### src/design/otps_pkg.sv
// ----------------------------------------------------------------------------
// otps_pkg
// Shared codes, masks and the scratchpad CRC step of the polling sequencer.
// ----------------------------------------------------------------------------
`default_nettype none

package otps_pkg;

  // Bus command codes
  typedef logic [2:0] bus_cmd_t;
  localparam bus_cmd_t CMD_NONE      = 3'd0;
  localparam bus_cmd_t CMD_RESET     = 3'd1;
  localparam bus_cmd_t CMD_SKIP_ROM  = 3'd2;
  localparam bus_cmd_t CMD_CONVERT   = 3'd3;
  localparam bus_cmd_t CMD_MATCH_ROM = 3'd4;
  localparam bus_cmd_t CMD_READ_SP   = 3'd5;
  localparam bus_cmd_t CMD_READ_BYTE = 3'd6;

  // Configuration register indexes
  typedef logic [3:0] cfg_idx_t;
  localparam cfg_idx_t REG_CONV_TICKS  = 4'd0;
  localparam cfg_idx_t REG_INTVL_TICKS = 4'd1;
  localparam cfg_idx_t REG_DEV_COUNT   = 4'd2;
  localparam cfg_idx_t REG_DEV_KINDS   = 4'd3;

  // Sensor kinds and their magnitude masks
  typedef logic [1:0] dev_kind_t;
  localparam dev_kind_t KIND_WIDE   = 2'd0;
  localparam dev_kind_t KIND_NARROW = 2'd1;
  localparam logic [15:0] MASK_WIDE   = 16'h07FF;
  localparam logic [15:0] MASK_NARROW = 16'h00FF;
  localparam logic [15:0] SIGN_BIT    = 16'h8000;

  // Dallas CRC-8, reflected poly 0x8C, one byte
  function automatic logic [7:0] crc8_update(input logic [7:0] crc, input logic [7:0] data);
    logic [7:0] c;
    c = crc ^ data;
    for (int i = 0; i < 8; i++) begin
      c = c[0] ? ((c >> 1) ^ 8'h8C) : (c >> 1);
    end
    return c;
  endfunction

endpackage

`default_nettype wire

### src/design/otps_temp_conv.sv
// ----------------------------------------------------------------------------
// otps_temp_conv
// Masks the raw scratchpad word by sensor kind and applies the sign.
// ----------------------------------------------------------------------------
`default_nettype none

module otps_temp_conv
  import otps_pkg::*;
(
  input  wire logic [15:0]        raw_word,
  input  wire dev_kind_t          kind,
  output logic signed [11:0]      temperature
);

  logic [15:0] mask;
  logic [11:0] mag;

  // Kind decode
  always_comb begin
    unique case (kind)
      KIND_WIDE:   mask = MASK_WIDE;
      KIND_NARROW: mask = MASK_NARROW;
      default:     mask = '0;
    endcase
  end

  // Magnitude is at most 11 bits; negate in 12 bits when the sign bit is set
  assign mag = 12'(raw_word & mask);
  assign temperature = ((raw_word & SIGN_BIT) != '0) ? $signed(12'd0 - mag) : $signed(mag);

endmodule

`default_nettype wire

### src/design/onewire_temp_poll_sequencer.sv
// ----------------------------------------------------------------------------
// onewire_temp_poll_sequencer
// 1-Wire temperature polling sequencer, one scheduler tick per request.
// ----------------------------------------------------------------------------
// Each input request is one scheduler tick and yields exactly one result: the
// bus command for that tick plus, at the end of a scratchpad read, the CRC
// status and the converted temperature. The sequencer state is updated at
// acceptance and the result is held in an output register, so a new tick is
// taken every clock while the result side keeps up; in_ready drops only while
// a held result is not taken. A round is reset, skip ROM, convert T,
// conversion wait, then per sensor reset, skip/match ROM, read scratchpad and
// SCRATCH_BYTES byte reads, then the interval wait. A write to any of the four
// known configuration registers reloads both tick counters.
`default_nettype none

module onewire_temp_poll_sequencer
  import otps_pkg::*;
#(
  parameter int MAX_DEVICES   = 8,
  parameter int SCRATCH_BYTES = 9
) (
  input  wire logic              clk,
  input  wire logic              rst_n,
  // tick requests
  input  wire logic              in_valid,
  output logic                   in_ready,
  input  wire logic [7:0]        in_bus_byte,
  // results
  output logic                   out_valid,
  input  wire logic              out_ready,
  output logic [2:0]             out_bus_command,
  output logic [2:0]             out_device_index,
  output logic                   out_result_valid,
  output logic                   out_crc_ok,
  output logic signed [11:0]     out_temperature,
  output logic                   out_round_done,
  // configuration writes
  input  wire logic              cfg_valid,
  output logic                   cfg_ready,
  input  wire logic [3:0]        cfg_index,
  input  wire logic [15:0]       cfg_data
);

  localparam logic [2:0] PH_WAIT_NEXT  = 3'd0;
  localparam logic [2:0] PH_INIT       = 3'd1;
  localparam logic [2:0] PH_SKIP_ROM   = 3'd2;
  localparam logic [2:0] PH_START_CONV = 3'd3;
  localparam logic [2:0] PH_WAIT       = 3'd4;
  localparam logic [2:0] PH_MATCH_ROM  = 3'd5;
  localparam logic [2:0] PH_READ_REQ   = 3'd6;
  localparam logic [2:0] PH_READ_MEM   = 3'd7;

  localparam logic [3:0] LAST_BYTE = 4'(SCRATCH_BYTES - 1);
  localparam logic [3:0] MAX_DEV   = 4'(MAX_DEVICES);

  // Configuration registers
  logic [15:0] conv_ticks_r, intvl_ticks_r, dev_kinds_r;
  logic [3:0]  dev_count_r;

  // Sequencer state
  logic [2:0]  phase_r, phase_nxt;
  logic        read_pending_r, read_pending_nxt;
  logic [2:0]  cur_dev_r, cur_dev_nxt;
  logic [3:0]  byte_idx_r, byte_idx_nxt;
  logic [15:0] delay_cnt_r, delay_cnt_nxt;
  logic [15:0] intvl_cnt_r, intvl_cnt_nxt;
  logic [7:0]  crc_r, crc_nxt;
  logic [15:0] temp_word_r, temp_word_nxt;

  // Result register
  logic              out_valid_r;
  bus_cmd_t          cmd_r, cmd_nxt;
  logic [2:0]        dev_idx_r;
  logic              res_valid_r, res_valid_nxt;
  logic              crc_ok_r, crc_ok_nxt;
  logic signed [11:0] temp_r, temp_nxt;
  logic              done_r, done_nxt;

  logic              in_acc, cfg_acc;
  logic [3:0]        amount;
  dev_kind_t         kind;
  logic signed [11:0] conv_temp;

  assign in_ready  = !out_valid_r || out_ready;
  assign in_acc    = in_valid && in_ready;
  assign cfg_ready = 1'b1;
  assign cfg_acc   = cfg_valid && cfg_ready;

  assign amount = (dev_count_r > MAX_DEV) ? MAX_DEV : dev_count_r;
  assign kind   = dev_kind_t'(dev_kinds_r >> {cur_dev_r, 1'b0});

  otps_temp_conv u_conv (
    .raw_word    (temp_word_nxt),
    .kind        (kind),
    .temperature (conv_temp)
  );

  // Next-state and result logic for one tick
  always_comb begin
    phase_nxt        = phase_r;
    read_pending_nxt = read_pending_r;
    cur_dev_nxt      = cur_dev_r;
    byte_idx_nxt     = byte_idx_r;
    delay_cnt_nxt    = delay_cnt_r;
    intvl_cnt_nxt    = intvl_cnt_r;
    crc_nxt          = crc_r;
    temp_word_nxt    = temp_word_r;
    cmd_nxt          = CMD_NONE;
    res_valid_nxt    = 1'b0;
    crc_ok_nxt       = 1'b0;
    temp_nxt         = '0;
    done_nxt         = 1'b0;
    unique case (phase_r)
      PH_INIT: begin
        cmd_nxt   = CMD_RESET;
        phase_nxt = PH_SKIP_ROM;
      end
      PH_SKIP_ROM: begin
        if (!read_pending_r) begin
          cmd_nxt   = CMD_SKIP_ROM;
          phase_nxt = PH_START_CONV;
        end else if (amount == 4'd1) begin
          cmd_nxt   = CMD_SKIP_ROM;
          phase_nxt = PH_READ_REQ;
        end else if (amount > 4'd1) begin
          phase_nxt = PH_MATCH_ROM;
        end
      end
      PH_START_CONV: begin
        cmd_nxt   = CMD_CONVERT;
        phase_nxt = PH_WAIT;
      end
      PH_WAIT: begin
        delay_cnt_nxt = delay_cnt_r - 16'd1;
        if (delay_cnt_nxt == '0) begin
          delay_cnt_nxt    = conv_ticks_r;
          read_pending_nxt = 1'b1;
          phase_nxt        = PH_INIT;
        end
      end
      PH_MATCH_ROM: begin
        cmd_nxt   = CMD_MATCH_ROM;
        phase_nxt = PH_READ_REQ;
      end
      PH_READ_REQ: begin
        cmd_nxt          = CMD_READ_SP;
        byte_idx_nxt     = '0;
        crc_nxt          = '0;
        read_pending_nxt = 1'b0;
        phase_nxt        = PH_READ_MEM;
      end
      PH_READ_MEM: begin
        cmd_nxt = CMD_READ_BYTE;
        crc_nxt = crc8_update(crc_r, in_bus_byte);
        if (byte_idx_r == 4'd0) begin
          temp_word_nxt = {temp_word_r[15:8], in_bus_byte};
        end else if (byte_idx_r == 4'd1) begin
          temp_word_nxt = {in_bus_byte, temp_word_r[7:0]};
        end
        if (byte_idx_r >= LAST_BYTE) begin
          byte_idx_nxt  = '0;
          delay_cnt_nxt = conv_ticks_r;
          res_valid_nxt = 1'b1;
          crc_ok_nxt    = (crc_nxt == '0);
          temp_nxt      = crc_ok_nxt ? conv_temp : '0;
          if ({1'b0, cur_dev_r} + 4'd1 >= amount) begin
            done_nxt    = 1'b1;
            cur_dev_nxt = '0;
            phase_nxt   = PH_WAIT_NEXT;
          end else begin
            cur_dev_nxt      = cur_dev_r + 3'd1;
            read_pending_nxt = 1'b1;
            phase_nxt        = PH_INIT;
          end
        end else begin
          byte_idx_nxt = byte_idx_r + 4'd1;
        end
      end
      default: begin
        intvl_cnt_nxt = intvl_cnt_r - 16'd1;
        if (intvl_cnt_nxt == '0) begin
          intvl_cnt_nxt = intvl_ticks_r;
          phase_nxt     = PH_INIT;
        end
      end
    endcase
  end

  // Configuration registers
  always_ff @(posedge clk) begin
    if (!rst_n) begin
      conv_ticks_r  <= 16'd75;
      intvl_ticks_r <= 16'd100;
      dev_count_r   <= 4'd1;
      dev_kinds_r   <= '0;
    end else if (cfg_acc) begin
      unique case (cfg_index)
        REG_CONV_TICKS:  conv_ticks_r  <= cfg_data;
        REG_INTVL_TICKS: intvl_ticks_r <= cfg_data;
        REG_DEV_COUNT:   dev_count_r   <= cfg_data[3:0];
        REG_DEV_KINDS:   dev_kinds_r   <= cfg_data;
        default: ;
      endcase
    end
  end

  // Sequencer state; a known config write reloads both counters
  always_ff @(posedge clk) begin
    if (!rst_n) begin
      phase_r        <= PH_WAIT_NEXT;
      read_pending_r <= 1'b0;
      cur_dev_r      <= '0;
      byte_idx_r     <= '0;
      delay_cnt_r    <= 16'd75;
      intvl_cnt_r    <= 16'd100;
      crc_r          <= '0;
      temp_word_r    <= '0;
    end else begin
      if (in_acc) begin
        phase_r        <= phase_nxt;
        read_pending_r <= read_pending_nxt;
        cur_dev_r      <= cur_dev_nxt;
        byte_idx_r     <= byte_idx_nxt;
        delay_cnt_r    <= delay_cnt_nxt;
        intvl_cnt_r    <= intvl_cnt_nxt;
        crc_r          <= crc_nxt;
        temp_word_r    <= temp_word_nxt;
      end
      if (cfg_acc) begin
        unique case (cfg_index) inside
          REG_CONV_TICKS: begin
            delay_cnt_r <= cfg_data;
            intvl_cnt_r <= intvl_ticks_r;
          end
          REG_INTVL_TICKS: begin
            delay_cnt_r <= conv_ticks_r;
            intvl_cnt_r <= cfg_data;
          end
          REG_DEV_COUNT, REG_DEV_KINDS: begin
            delay_cnt_r <= conv_ticks_r;
            intvl_cnt_r <= intvl_ticks_r;
          end
          default: ;
        endcase
      end
    end
  end

  // Output register
  always_ff @(posedge clk) begin
    if (!rst_n) begin
      out_valid_r <= 1'b0;
    end else if (in_acc) begin
      out_valid_r <= 1'b1;
    end else if (out_ready) begin
      out_valid_r <= 1'b0;
    end
  end

  always_ff @(posedge clk) begin
    if (in_acc) begin
      cmd_r       <= cmd_nxt;
      dev_idx_r   <= cur_dev_r;
      res_valid_r <= res_valid_nxt;
      crc_ok_r    <= crc_ok_nxt;
      temp_r      <= temp_nxt;
      done_r      <= done_nxt;
    end
  end

  assign out_valid        = out_valid_r;
  assign out_bus_command  = cmd_r;
  assign out_device_index = dev_idx_r;
  assign out_result_valid = res_valid_r;
  assign out_crc_ok       = crc_ok_r;
  assign out_temperature  = temp_r;
  assign out_round_done   = done_r;

  // Checks
  a_idle_no_pending: assert property (@(posedge clk) disable iff (!rst_n)
    phase_r == PH_WAIT_NEXT |-> !read_pending_r)
    else $error("read pending while waiting for next round");

  a_byte_idx_range: assert property (@(posedge clk) disable iff (!rst_n)
    phase_r == PH_READ_MEM |-> byte_idx_r <= LAST_BYTE)
    else $error("scratchpad byte index past last byte");

  a_dev_range: assert property (@(posedge clk) disable iff (!rst_n)
    {1'b0, cur_dev_r} < MAX_DEV)
    else $error("current device beyond device limit");

  a_bad_crc_no_temp: assert property (@(posedge clk) disable iff (!rst_n)
    out_valid_r && !crc_ok_r |-> temp_r == '0)
    else $error("temperature reported without good CRC");

  a_status_needs_read: assert property (@(posedge clk) disable iff (!rst_n)
    out_valid_r && (crc_ok_r || done_r) |-> res_valid_r && cmd_r == CMD_READ_BYTE)
    else $error("read status outside a completed scratchpad read");

endmodule

`default_nettype wire

### config.mk
export PLATFORM = sky130hd
export DESIGN_NAME = onewire_temp_poll_sequencer
export DESIGN_NICKNAME = d
export VERILOG_FILES = /design/src/design/otps_pkg.sv /design/src/design/otps_temp_conv.sv /design/src/design/onewire_temp_poll_sequencer.sv
export SDC_FILE = /design/constraint.sdc
export NUM_CORES = 1
export LEC_CHECK = 0
export BUFFER_PORTS_ARGS = -buffer_cell sky130_fd_sc_hd__buf_2
export CORE_AREA = 5 5 121 123
export CTS_CLUSTER_DIAMETER = 50
export DETAILED_ROUTE_END_ITERATION = 12
export DIE_AREA = 0 0 126 128
export GPL_ROUTABILITY_DRIVEN = 0
export PLACE_DENSITY_LB_ADDON = 0.15
export SYNTH_ARGS = -nofsm -noshare
export SYNTH_HDL_FRONTEND = slang
export SYNTH_SLANG_ARGS = --single-unit
### constraint.sdc
create_clock -name clk -period 3.6 [get_ports clk]
set_input_delay 0.36 -clock clk [delete_from_list [all_inputs] [get_ports clk]]
set_output_delay 0.36 -clock clk [all_outputs]
set_load 0.02 [all_outputs]
# After elaboration in Yosys (flattened, before gate mapping)
# Index checks and enable logic that the tools add are counted.
# word_totals
register_bits	141
elab_cells	131
# classes
n_addsub	6
n_lt_le_gt_ge	4
eq_ne	17
shift	1
muxes	48
bitwise_logic	10
n_reduce_logical	26
# ops
operator	n
2-to-1 mux 16 bit	11
one-hot mux 16 bit (2 select lines)	3
2-to-1 mux 8 bit	8
logical NOT 16 bit	2
subtractor 16 x 1 -> 16 bit (second input constant)	2
NOT 2 -> 3 bit	8
one-hot mux 11 bit (2 select lines)	1
2-to-1 mux 3 bit	7
one-hot mux 3 bit (7 select lines)	1
one-hot mux 3 bit (6 select lines)	1
one-hot mux 8 bit (2 select lines)	1
>> shifter 16 x 4 -> 2 bit	1
bitwise AND 12 x 11 -> 12 bit	1
equality test 3 bit (second input constant)	4
equality test 4 x 1 -> 1 bit (second input constant)	3
2-to-1 mux 12 bit	1
AND reduction 2 bit	6
subtractor 1 x 12 -> 12 bit (first input constant)	1
AND reduction 5 bit	2
equality test 4 x 2 -> 1 bit (second input constant)	2
logical NOT 4 bit	2
logical NOT 8 bit	1
2-to-1 mux 1 bit	8
2-to-1 mux 4 bit	2
other kinds (26)	33

# Logic depth before layout (Yosys ltp)
# depth
ltp_word	19
mapped_depth	13
depth_no_buf	11

# By module
# From an unflattened synthesis, not the netlist that was laid out.
# unflattened
cells_unflattened	1041
hier_area_um2	8279.2
# modules_own_cells
mod	instances	cells_each	area_each_um2
onewire_temp_poll_sequencer	1	983	7905.1
otps_temp_conv	1	58	374.1

# Worst setup path after synthesis
# OpenSTA, ideal clock, no wires.
# synth_path
kind	register -> register
start	register phase_r[0]
end	register temp_r[10], in the netlist out_temperature[10] (data pin)
setup_ns	0.266
arrival_ns	2.664
required_time_ns	3.334
path_slack_ns	0.670
path_stages_with_launch	13
n_path_buf	3
period_less_slack_ns	2.930
path_cell_list	dfxtp_1 -> clkbuf_1 -> nand4b_1 -> buf_2 -> nor3b_2 -> buf_2 -> mux2_2 -> nand2_1 -> ha_1 -> o31a_1 -> a31oi_1 -> xnor2_1 -> nor2_1
# synth_via
elab_chain_cells	5
elab_cells_between_ends	6
cone_classes	add/sub (1); eq/ne (1); mux (2); bitwise (1); reduce/logical (1)
# synth_lines
item	line_no	text
from (decl)	onewire_temp_poll_sequencer.sv:61	logic [2:0] phase_r, phase_nxt;
from (signal assigned)	onewire_temp_poll_sequencer.sv:220	phase_r <= phase_nxt;
equality test 3 bit *	onewire_temp_poll_sequencer.sv:113	unique case (phase_r)
2-to-1 mux 16 bit	onewire_temp_poll_sequencer.sv:113	
bitwise AND 12 x 11 -> 12 bit	otps_temp_conv.sv:28	assign mag = 12'(raw_word & mask);
subtractor 1 x 12 -> 12 bit	otps_temp_conv.sv:29	assign temperature = ((raw_word & SIGN_BIT) != '0) ? $signed(12'd0 - mag) : $signed(mag);
2-to-1 mux 12 bit	otps_temp_conv.sv:29	
to (signal assigned)	onewire_temp_poll_sequencer.sv:266	temp_r <= temp_nxt;
to (decl)	onewire_temp_poll_sequencer.sv:76	logic signed [11:0] temp_r, temp_nxt;
# Mark *: on every way between the ends. The rest lies on a longest branch, timed or not.
# A chain may end at the register's enable or synchronous reset.

# Worst setup path in the final report
# layout_path
start	register intvl_cnt_r[0]
end	register intvl_cnt_r[13]
# layout_via
elab_chain_cells	7
# layout_lines
item	line_no	text
from (decl)	onewire_temp_poll_sequencer.sv:66	logic [15:0] intvl_cnt_r, intvl_cnt_nxt;
from (signal assigned)	onewire_temp_poll_sequencer.sv:225	intvl_cnt_r <= intvl_cnt_nxt;
from (signal assigned)	onewire_temp_poll_sequencer.sv:233	intvl_cnt_r <= intvl_ticks_r;
from (signal assigned)	onewire_temp_poll_sequencer.sv:237	intvl_cnt_r <= cfg_data;
subtractor 16 x 1 -> 16 bit *	onewire_temp_poll_sequencer.sv:180	intvl_cnt_nxt = intvl_cnt_r - 16'd1;
logical NOT 16 bit	onewire_temp_poll_sequencer.sv:181	if (intvl_cnt_nxt == '0) begin
2-to-1 mux 16 bit *	onewire_temp_poll_sequencer.sv:181	
2-to-1 mux 16 bit *	onewire_temp_poll_sequencer.sv:113	
2-to-1 mux 16 bit *	onewire_temp_poll_sequencer.sv:219	if (in_acc) begin
one-hot mux 16 bit (2 select lines)	onewire_temp_poll_sequencer.sv:230	unique case (cfg_index) inside
2-to-1 mux 16 bit *	onewire_temp_poll_sequencer.sv:229	if (cfg_acc) begin
# Marked as above.

==> results.toml <==
[route]
routed_via_density = 6.13
wire_per_inst_um = 17.4
drtIter0Drc = 683
firstDrtPassIters = 5
drc = 0
wl_um = 21100
drt.antenna.violating_nets = 0
vias = 7435

[die]
placeableCoreArea_um2 = 13600
die_x_um = 126
dieArea_um2 = 16100
ios = 57
start_util = 0.585
rows = 43
die-height_um = 128

[place]
post-dp-hpwl_um = 15000
dpl_cell_area_um2 = 8350
port_buffers = 55

[cells_and_area]
final_cell_mix = "173 x nand2_1, 116 x dfxtp_1, 99 x a21oi_1, 88 x nor2_1, 55 x buf_2"
syn_to_final_growth_pct = 12.7
num_antenna_cells = 0
stdcell_area_um2 = 8930
num-nets-final = 1066
drive_above_1_share = 0.138
final_common_cell = "nand2_1"

[global_routing]
grtUsageTotal = 0.267
grt_overflow = 0
grt_pass1_wl_um = 35000
grt.busiest_layer = "met2"
use_met2 = 0.439
grt_pass1_vias = 6932
grtUsageMet3 = 0.0533
antenna_found_initial = 0
grt_start_max_net_pins = 41
use_met1 = 0.354

[yosys]
synth-edff-count = 21
synthFlopType = "dfxtp_1"
synth_seq_area_share = 0.373
synth-async-reset-ratio = 0
syn_inst = 982
synth.distinct_cells = 82
syn_nets = 1028
yosys_register_bits = 137
avgSynthCellArea_um2 = 8.07
yosysWarnings = 0
syn-cell-area_um2 = 7930

[clock_network]
cts-hold-fix-buffers = 0
cts.repair.resized = 0
cts_tree = "built"
cts_max_level = 4
cts_root_buf = "clkbuf_16"
cts_setup_buffers = 0
cts_made_buffers = 17
cts_sinks = 137
cts_max_path_buffers = 2
clk_pin_slew_ns = 0.06
clk_latency_ns = 0.43

[critical_path]
endpoint_kind = "flip-flop"
crit_type = "flip-flop to flip-flop"
worst_setup_path_start_kind = "flip-flop"
critical_path_required_ns = 3.93
cp_data_arrival_time_ns = 3.33
path_max_fanout = 11

[power_and_ir_drop]
power.leakage_uw = 0.00310
powerDensity_nw_per_um2 = 417
irDropWorstVdd_uv = 366

[timing]
skew_ns = 0.00874
max_clock_freq_ghz = 0.334
slew-limit-headroom = 0.401
hold_violations = 0
fin_crit_sh = 0.832
worst_slew_pin_slew_ns = 0.890
drv_slew = 0
fin_crit_ns = 2.99
rsz0062_at_grt = "no"
setup-violations-final = 0
finalSetupTns_ns = 0

[worst_hold_path]
hold_class = "input port to flip-flop"

[flow_run]
cap_violations = 0

[outcome]
status = "completed"
==> Yosys cell counts (all sizes together), types with 5 or more instances <==
master / number / area (um^2)
ha: 13 / 163
a31oi: 8 / 50.1
nand3: 40 / 200
nand2b: 8 / 50.1
xor2: 12 / 105
clkbuf: 45 / 169
o311ai: 6 / 52.6
o31ai: 9 / 67.6
a211oi: 7 / 52.6
nand2: 173 / 649
nor4: 10 / 83.8
mux2i: 31 / 310
a221oi: 8 / 87.6
nand4b: 6 / 52.6
nor3: 32 / 170
o21ai: 39 / 195
a22oi: 8 / 60.1
nor2: 89 / 342
o32ai: 6 / 52.6
edfxtp: 21 / 631
a2111oi: 5 / 50.0
or2: 5 / 31.3
and3: 8 / 50.1
nand4: 7 / 43.8
inv: 19 / 71.3
or3: 13 / 81.3
nor3b: 10 / 80.1
dfxtp: 116 / 2320
a21oi: 99 / 495
a21o: 8 / 60.1
xnor2: 29 / 254
buf: 16 / 103
nor2b: 5 / 31.3
o211ai: 5 / 47.5
==> logic make-up after synthesis <==
| kind of cell | Yosys count | synth area share |
|---|---|---|
| adder cells (fa/ha/maj) | 13 | 0.0205 |
| AO/OA/AOI/OAI | 246 | 0.203 |
| multiplexers | 39 | 0.0562 |
| AND/OR/NAND/NOR | 424 | 0.259 |
| buffers and inverters | 81 | 0.0437 |
| XOR/XNOR | 41 | 0.0453 |
| flip-flops | 137 | 0.373 |
| other | 1 | 0.000473 |
==> final cells by class <==
cell class	count	area (um^2)
Clock buffer	18	439
Clock inverter	14	146
Fill cell	1214	4620
Inverter	20	75.1
Multi-Input combinational cell	764	4630
Sequential cell	137	2950
Tap cell	180	225
Timing Repair Buffer	80	463
==> worst paths after layout <==
check	to	slack [ns]	depth (start not counted)	from
setup / recovery	intvl_cnt_r[13]	0.61	10	intvl_cnt_r[0]
hold / removal	out_valid	0.20	3	in_valid
setup reg to reg	intvl_cnt_r[13]	0.61	10	intvl_cnt_r[0]
hold reg to reg	conv_ticks_r[12]	0.45	2	conv_ticks_r[12]
==> critical path, stage by stage, from the launching register on <==
cell	delay, ns
dfxtp_1	0.38
inv_1	0.12
ha_1	0.28
nor3b_1	0.39
a32oi_1	0.16
a2bb2oi_1	0.17
or4_4	0.54
nor4_4	0.17
buf_4	0.23
a2111oi_0	0.13
a2111oi_2	0.33
==> per-layer routing <==
metal,wire [um],share of wire
met3,1430,0.068
met1,9230,0.44
met2,10000,0.48
met5,0,0
met4,398,0.019
==> where the power goes <==
| part | total (uW) | switching (uW) | internal, uW | leakage, uW |
|---|---|---|---|---|
| logic | 359 | 232 | 127 | 0.00167 |
| registers | 1630 | 36.5 | 1590 | 0.00115 |
| clock network | 1740 | 702 | 1040 | 0.000275 |
==> state kept, by name, summed over array words and instances, names as in the netlist, 3 cells and up <==
signal            count
crc_r                 8
delay_cnt_r          16
phase_r               3
temp_word_r          12
out_temperature      12
byte_idx_r            4
dev_count_r           4
conv_ticks_r         16
dev_kinds_r          16
cur_dev_r             3
out_device_index      3
intvl_ticks_r        16
intvl_cnt_r          16
out_bus_command       3
==> stage by stage <==
stage	total power [uW]	cells	utilization	worst slack (ns)	hold slack (ns)
floorplan	1900	982	-	0.670	0.406
global placement	2010	1181	0.616	0.758	0.440
detailed placement	2010	1181	0.616	0.672	0.444
CTS	3740	1213	0.659	0.650	0.196
global route	3850	1213	0.659	0.354	0.228
finish	3720	1213	0.659	0.606	0.201
Note: power is estimated with default switching activity, not from simulation.
